### src/rtl/bvp_pkg.sv
// Package for the Boris velocity push pipeline: widths, payload structs and
// the rounding and saturation helpers used by the datapath modules.
// Depends on nothing.
package bvp_pkg;

	localparam int unsigned Q_W       = 32;
	localparam int unsigned MASS_W    = 31;
	localparam int unsigned TSTEP_W   = 31;
	localparam int unsigned HSTEP_W   = TSTEP_W - 1;
	localparam int unsigned FRAC_W    = 16;
	localparam int unsigned WIDE_W    = 48;
	localparam int unsigned PROD_W    = 64;
	localparam int unsigned DIVN_W    = 66;
	localparam int unsigned DIVD_W    = 33;
	localparam int unsigned QUOT_W    = 32;
	localparam int unsigned DIV_STEPS = QUOT_W;
	localparam int unsigned NUM_W     = DIVN_W - FRAC_W;

	localparam logic [TSTEP_W-1:0] TSTEP_RESET = 31'd65536;

	localparam logic signed [PROD_W-1:0] ONE_Q16  = 64'sd65536;
	localparam logic signed [PROD_W-1:0] HALF_LSB = 64'sd32768;
	localparam logic signed [PROD_W-1:0] MAX_Q16  = 64'sd2147483647;
	localparam logic signed [PROD_W-1:0] MIN_Q16  = -64'sd2147483648;

	typedef logic signed [Q_W-1:0]    q16_t;
	typedef logic signed [WIDE_W-1:0] wide_t;
	typedef logic signed [PROD_W-1:0] prod_t;
	typedef logic [2:0][Q_W-1:0]      vec_t;
	typedef logic [2:0][WIDE_W-1:0]   wvec_t;

	typedef struct packed {
		vec_t              v;
		vec_t              e;
		vec_t              b;
		q16_t              charge;
		logic [MASS_W-1:0] mass;
	} particle_t;

	typedef struct packed {
		vec_t v;
		vec_t e;
		vec_t b;
		logic zm;
	} coef_side_t;

	typedef struct packed {
		vec_t  v;
		wvec_t ae;
		logic  zm;
	} row_side_t;

	localparam int unsigned SIDE_W = $bits(coef_side_t);
	localparam int unsigned ROW_W  = $bits(row_side_t);

	typedef struct packed {
		logic [DIVN_W-1:0] num;
		logic [DIVD_W-1:0] den;
		logic              neg;
		logic [SIDE_W-1:0] side;
	} div_in_t;

	typedef struct packed {
		q16_t              quot;
		logic [SIDE_W-1:0] side;
	} div_out_t;

	function automatic q16_t sat32(input prod_t x);
		q16_t r;
		if (x > MAX_Q16) begin
			r = MAX_Q16[Q_W-1:0];
		end else if (x < MIN_Q16) begin
			r = MIN_Q16[Q_W-1:0];
		end else begin
			r = x[Q_W-1:0];
		end
		return r;
	endfunction

	function automatic wide_t rnd16(input prod_t p);
		prod_t s;
		s = (p + HALF_LSB) >>> FRAC_W;
		return s[WIDE_W-1:0];
	endfunction

	function automatic prod_t sxq(input q16_t x);
		return prod_t'(x);
	endfunction

	function automatic prod_t sxw(input wide_t x);
		return prod_t'(x);
	endfunction

	function automatic prod_t mulq(input q16_t x, input q16_t y);
		return sxq(x) * sxq(y);
	endfunction

	function automatic q16_t rsat(input prod_t p);
		return sat32(sxw(rnd16(p)));
	endfunction

endpackage

### src/rtl/bvp_kick.sv
// Second electric kick, zero-mass bypass and the output register that
// drives the pipeline advance. Depends on bvp_pkg.
module bvp_kick
	import bvp_pkg::*;
(
	input  logic     clk,
	input  logic     arst_n,
	input  logic     in_valid,
	input  div_out_t r0,
	input  div_out_t r1,
	input  div_out_t r2,
	input  logic     out_ready,
	output logic     adv,
	output logic     out_valid,
	output vec_t     nvel,
	output logic     bad
);

	row_side_t rs;
	vec_t      nv;
	q16_t      quot [3];
	logic      vld_q;
	vec_t      nvel_q;
	logic      bad_q;

	assign rs  = row_side_t'(r0.side[ROW_W-1:0]);
	assign adv = !vld_q || out_ready;

	always_comb begin
		quot[0] = r0.quot;
		quot[1] = r1.quot;
		quot[2] = r2.quot;
		for (int i = 0; i < 3; i++) begin
			nv[i] = sat32(sxq(quot[i]) + sxw(wide_t'(rs.ae[i])));
		end
	end

	always_ff @(posedge clk or negedge arst_n) begin
		if (!arst_n) begin
			vld_q <= 1'b0;
		end else if (adv) begin
			vld_q <= in_valid;
		end
	end

	always_ff @(posedge clk) begin
		if (adv) begin
			nvel_q <= rs.zm ? rs.v : nv;
			bad_q  <= rs.zm;
		end
	end

	assign out_valid = vld_q;
	assign nvel      = nvel_q;
	assign bad       = bad_q;

endmodule

### config.mk
export PLATFORM = sky130hd
export DESIGN_NAME = bvp_kick
export DESIGN_NICKNAME = d
export VERILOG_FILES = /design/src/rtl/bvp_pkg.sv /design/src/rtl/bvp_kick.sv
export SDC_FILE = /design/constraint.sdc
export NUM_CORES = 1
export LEC_CHECK = 0
export BUFFER_PORTS_ARGS = -buffer_cell sky130_fd_sc_hd__buf_2
export CAP_MARGIN = 20
export CORE_AREA = 2 2 419 421
export CTS_CLUSTER_DIAMETER = 100
export DETAILED_ROUTE_END_ITERATION = 16
export DIE_AREA = 0 0 421 423
export GPL_ROUTABILITY_DRIVEN = 0
export PLACE_DENSITY = 0.3
export SYNTH_ARGS = -nofsm -noshare
export SYNTH_HDL_FRONTEND = slang
export SYNTH_SLANG_ARGS = --single-unit
### constraint.sdc
create_clock -name clk -period 3 [get_ports clk]
set_input_delay 0.3 -clock clk [delete_from_list [all_inputs] [get_ports clk]]
set_output_delay 0.3 -clock clk [all_outputs]
set_load 0.03 [all_outputs]
[After elaboration in Yosys (flattened, before gate mapping)]
Index checks and enable logic that the tools add are counted.
Word-level totals
  flip-flop bits (word level): 98
  logic and storage cells: 23
Operators by class
  mux-type cells: 7
  $add $sub $neg: 3
  magnitude comparators: 6
  reduce and logical (&&, ||, !) cells: 2
Operators with widths (number)
  two-way mux 32 bit: 6
  adder 32 x 48 -> 49 bit: 3
  greater-than comparator 49 x 32 -> 1 bit (second input constant): 3
  less-than comparator 49 x 32 -> 1 bit (second input constant): 3
  two-way mux 96 bit: 1
  zero test 1 bit: 1
  logical OR 1 bit: 1

[Longest topological paths before layout]
  depth after elaboration: 5
  mapped depth: 17

[Worst setup path after synthesis]
Ideal clock, no wire load.
  path type: input-to-reg
  start: in r0[49] (netlist bit)
  end: reg nvel_q, in the netlist nvel[34], data pin
  stages on the path: 15
  arrival time: 3.885 ns
  setup slack: -1.145 ns
  setup time: 0.261 ns
  cells stage by stage: ha_1 inv_1 fa_1 nand2b_1 a21o_1 a211o_1 a31oi_1 a211oi_2 o21ai_1 xnor2_1 or4b_2 or4_4 o32ai_4 buf_6 a2bb2oi_1
Between the ends
  longest elaborated chain between the ends: 5
  elaborated cells on any way between the ends: 6
Ends and longest elaborated chain
  from (decl): line bvp_kick.sv:9  | input div_out_t r0,
  adder 32 x 48 -> 49 bit (*): line bvp_kick.sv:34  | nv[i] = sat32(sxq(quot[i]) + sxw(wide_t'(rs.ae[i])));
  less-than comparator 49 x 32 -> 1 bit: line bvp_pkg.sv:72  | end else if (x < MIN_Q16) begin
  two-way mux 32 bit: line bvp_pkg.sv:72
  two-way mux 32 bit (*): line bvp_pkg.sv:70  | if (x > MAX_Q16) begin
  two-way mux 96 bit (*): line bvp_kick.sv:48  | nvel_q <= rs.zm ? rs.v : nv;
  to (signal assigned): line bvp_kick.sv:48
  to (decl): line bvp_kick.sv:23  | vec_t nvel_q;
Every way passes the cells marked *; elsewhere a longest branch is shown, timed or not.
A chain may end at the register's enable or synchronous reset.

[Worst setup path in the final report]
  start: in r1[289] (netlist bit)
  end: reg nvel_q, in the netlist nvel[35], data pin
Between the ends
  longest elaborated chain between the ends: 5
  elaborated cells on any way between the ends: 6
Ends and longest elaborated chain
  from (decl): line bvp_kick.sv:10  | input div_out_t r1,
  adder 32 x 48 -> 49 bit (*): line bvp_kick.sv:34
  less-than comparator 49 x 32 -> 1 bit: line bvp_pkg.sv:72
  two-way mux 32 bit: line bvp_pkg.sv:72
  two-way mux 32 bit (*): line bvp_pkg.sv:70
  two-way mux 96 bit (*): line bvp_kick.sv:48
Marks and branches as above.

==> PnR_summary.wiki <==
{| class="wikitable"
! Metric !! Value
|-
| Top area cells in the synthesized netlist || sky130_fd_sc_hd__edfxtp_1 22%, sky130_fd_sc_hd__ha_1 13%, sky130_fd_sc_hd__a21oi_1 8.7%
|-
| Min setup slack post-route || -0.920 ns
|-
| Std-Cell Rows || 153
|-
| Clock transition at path regs || 0.10 ns
|-
| Clock latency on the worst-skew pair || 0.45 ns
|-
| Setup TNS || -59.48 ns
|-
| Hold Path Origin || r0[146]
|-
| Hold crit path type || input port to flop
|-
| Outcome || finished with violations
|-
| Fin Clk Skew || 0.00739 ns
|-
| Worst slew pin tran || 0.831 ns
|-
| Worst hold path depth || 2
|-
| Maximum fanout along the worst path || 6
|-
| Number of inserted filler cells in the final layout || 19.8k
|-
| Overall fraction of global-route tracks in use || 0.109
|-
| Most area-hungry cell type in the Yosys netlist || sky130_fd_sc_hd__edfxtp_1
|-
| Number of different library cells in the post-synthesis netlist || 81
|-
| Setup violators final || 95
|-
| Maximum clock insertion buffer count || 2
|-
| Pin count of the biggest net entering global routing || 46
|-
| Cell chosen for the clock root || sky130_fd_sc_hd__clkbuf_16
|-
| Leak pwr || 11.2 nW
|-
| Vertical die dimension || 423 µm
|-
| Headroom to the max-slew limit || 0.446
|-
| Register area share after synthesis || 0.219
|-
| Horiz. Die Dim || 421 µm
|-
| Initial Utilization || 0.0773
|-
| Worst R2R Setup Slack || 1.44 ns
|-
| Syn. warnings || 0
|-
| Port Buf Inserts || 439
|-
| Pins over their slew limit || 0
|-
| Commonest non-fill, non-tap cell in the layout || sky130_fd_sc_hd__buf_4
|-
| Setup repair after global routing missed its margin || true
|-
| Data arrival time at the worst-slack endpoint || 4.12 ns
|-
| Pre-CTS WS || -1.52 ns
|-
| First-pass iteration count of the detailed router || 5
|-
| Critical path class || input port to flop
|-
| Total core area || 173000 µm²
|-
| Reg2reg end || nvel[30]$_DFFE_PP_
|-
| Average cell area after synthesis || 7.91 µm²
|-
| I/O Pins || 1066
|-
| Fraction of final layout cells sized beyond drive strength 1 || 0.542
|-
| Final std cells w/o fill || 5081
|-
| Vias || 17.1k
|-
| Post-detailed-routing wire length || 100000 µm
|-
| VDD IR-drop max || 0.000314 V
|-
| Main synth FF type || sky130_fd_sc_hd__edfxtp_1
|-
| Count of mapped cells out of synthesis || 1693
|-
| Layout Nets || 3859
|-
| Netlist Area Pre-Place || 13400 µm²
|-
| Path depth of the worst reg2reg path || 2
|-
| Type of element capturing the critical path || flop
|-
| Nets in the synthesized netlist || 2807
|-
| CTS tree || done
|-
| Highest achievable clock rate || 255 MHz
|-
| Final period util || 1.31
|-
| FF-to-FF Start || out_valid$_DFFE_PN0P_
|-
| Count of nets left with antenna violations after detail routing || 0
|-
| Data required time of the worst path || 3.20 ns
|-
| Number of DRC markers in iteration 0 || 739
|-
| Post-layout min period || 3.92 ns
|-
| Most frequent cells in the layout || 613 x sky130_fd_sc_hd__buf_4, 431 x sky130_fd_sc_hd__buf_2, 142 x sky130_fd_sc_hd__a21oi_1, 124 x sky130_fd_sc_hd__nand2_1, 105 x sky130_fd_sc_hd__ha_1
|-
| Layout-stage area growth over the synthesis result || 98.3%
|-
| Power per unit of standard cell area || 342 nW/µm²
|-
| Detail-routed via count per cell || 3.37
|-
| HPWL after detailed placement || 86700 µm
|-
| Worst setup startpoint || r1[289]
|-
| Max H-tree Level || 3
|-
| TritonCTS sink count || 98
|-
| CTS buffer count || 9
|-
| Placed Cells || 4989
|-
| Vias in the first global route || 17.7k
|-
| Count of unresolved DRC violations after routing || 0
|-
| Register bit total from synthesis || 98
|-
| Kind of start point of the critical path || input port
|-
| Min-Delay Endpoint || nvel[1]$_DFFE_PP_
|-
| Total count of hold-check failures in the final report || 0
|-
| Max-Cap Viols || 0
|-
| Remaining global-route overflow || 0
|-
| Failing checks || negative setup slack
|-
| Average routed wire per standard cell || 19.8 µm
|-
| Proportion of register bits with asynchronous set or reset after synthesis || 0.0102
|-
| Die ar. || 178000 µm²
|-
| Wire length of the first global-routing pass || 136000 µm
|-
| Number of synthesized flops with an enable pin || 97
|-
| Area share of the largest cell type after synthesis || 0.218
|-
| Initial antenna violation count || 54
|}
## area by class of cell
cell class / count / area [µm²] / area share
clock inverter: 7 / 92.6 / 0.00349
multi-input combinational: 1429 / 12000 / 0.453
sequential: 98 / 2940 / 0.111
inverter: 81 / 305 / 0.0115
timing repair buffer: 1126 / 8040 / 0.303
antenna: 6 / 15.0 / 0.000566
clock buffer: 9 / 225 / 0.00848
tap: 2325 / 2910 / 0.110
## registers in the layout (all words and copies together), names as in the netlist
register,cells
bad,1
out_valid,1
nvel,96
## report_power, final
| part | switching (mW) | internal [mW] |
|---|---|---|
| Clock | 0.832 | 0.673 |
| Sequential | 0.0478 | 1.69 |
| Combinational | 3.15 | 2.70 |
| Total | 4.03 | 5.06 |
## logic make-up after synthesis
group	count (synthesis)	share of synthesized area
flops	98	0.219
simple gates	488	0.181
fa+ha+maj	147	0.139
xor+xnor	118	0.0772
buf+inv	167	0.0524
compound gates	669	0.326
mux	6	0.00467
## worst max-delay path by stage
stage                         end  cells after the start  slack (ns)
6_report       nvel[35]$_DFFE_PP_                     18       -0.92
5_1_grt        nvel[35]$_DFFE_PP_                     18       -0.99
4_1_cts        nvel[44]$_DFFE_PP_                     17       -0.88
3_5_place_dp   nvel[43]$_DFFE_PP_                     15       -1.52
3_3_place_gp   nvel[54]$_DFFE_PP_                     15       -1.58
2_1_floorplan  nvel[34]$_DFFE_PP_                     16       -0.90
## repair_timing
item / 4_1_cts / 5_1_grt
resized for setup: 241 / 174
pin swaps: 69 / 103
endpoints found under the hold margin: 2 / 0
setup endpoints to repair: 96 / 96
gates cloned: 9 / 2
buffers inserted: 46 / 32
hold buffers: 2 / 0
## critical path: stages
cell and delay [ns]:
sky130_fd_sc_hd__buf_6 0.08, sky130_fd_sc_hd__ha_4 0.19, sky130_fd_sc_hd__inv_2 0.05, sky130_fd_sc_hd__fa_2 0.33
sky130_fd_sc_hd__nand2b_4 0.15, sky130_fd_sc_hd__a21o_1 0.21, sky130_fd_sc_hd__a31oi_4 0.22, sky130_fd_sc_hd__o21ai_4 0.09
sky130_fd_sc_hd__a21o_1 0.23, sky130_fd_sc_hd__a211o_1 0.34, sky130_fd_sc_hd__a21boi_2 0.15, sky130_fd_sc_hd__nor2_1 0.05
sky130_fd_sc_hd__or4_1 0.50, sky130_fd_sc_hd__or4_4 0.51, sky130_fd_sc_hd__o32ai_4 0.30, sky130_fd_sc_hd__buf_6 0.18
sky130_fd_sc_hd__clkbuf_16 0.17, sky130_fd_sc_hd__a2bb2oi_1 0.06
## stage by stage
step           utilization  cell area (µm²)  power, mW  hold slack (ns)
3_5_place_dp         0.136            23500       6.89           0.0763
3_3_place_gp         0.136            23500       6.92           0.0760
2_1_floorplan            -            14000       4.19          0.00441
4_1_cts              0.147            25500       9.08           0.0907
6_report             0.153            26600       9.09            0.150
5_1_grt              0.153            26500       9.72            0.122
## cells in the mapped netlist (28+ instances only)
cell	count
sky130_fd_sc_hd__a21o_1	48
sky130_fd_sc_hd__a21oi_1	232
sky130_fd_sc_hd__a2bb2oi_1	65
sky130_fd_sc_hd__clkbuf_1	63
sky130_fd_sc_hd__edfxtp_1	97
sky130_fd_sc_hd__ha_1	144
sky130_fd_sc_hd__inv_1	80
sky130_fd_sc_hd__nand2_1	159
sky130_fd_sc_hd__nand3_1	36
sky130_fd_sc_hd__nand4_1	45
sky130_fd_sc_hd__nor2_1	94
sky130_fd_sc_hd__o21a_1	28
sky130_fd_sc_hd__o21ai_0	117
sky130_fd_sc_hd__xnor2_1	70
sky130_fd_sc_hd__xor2_1	48
## metal layers
metal	track usage	share of wire	wire [µm]
met1	0.109	0.36	35900
met2	0.227	0.58	58400
met3	0.0161	0.030	3040
met4	0.0284	0.030	2970
met5	0	0.00064	64
Power figures use the tool's default switching activity.
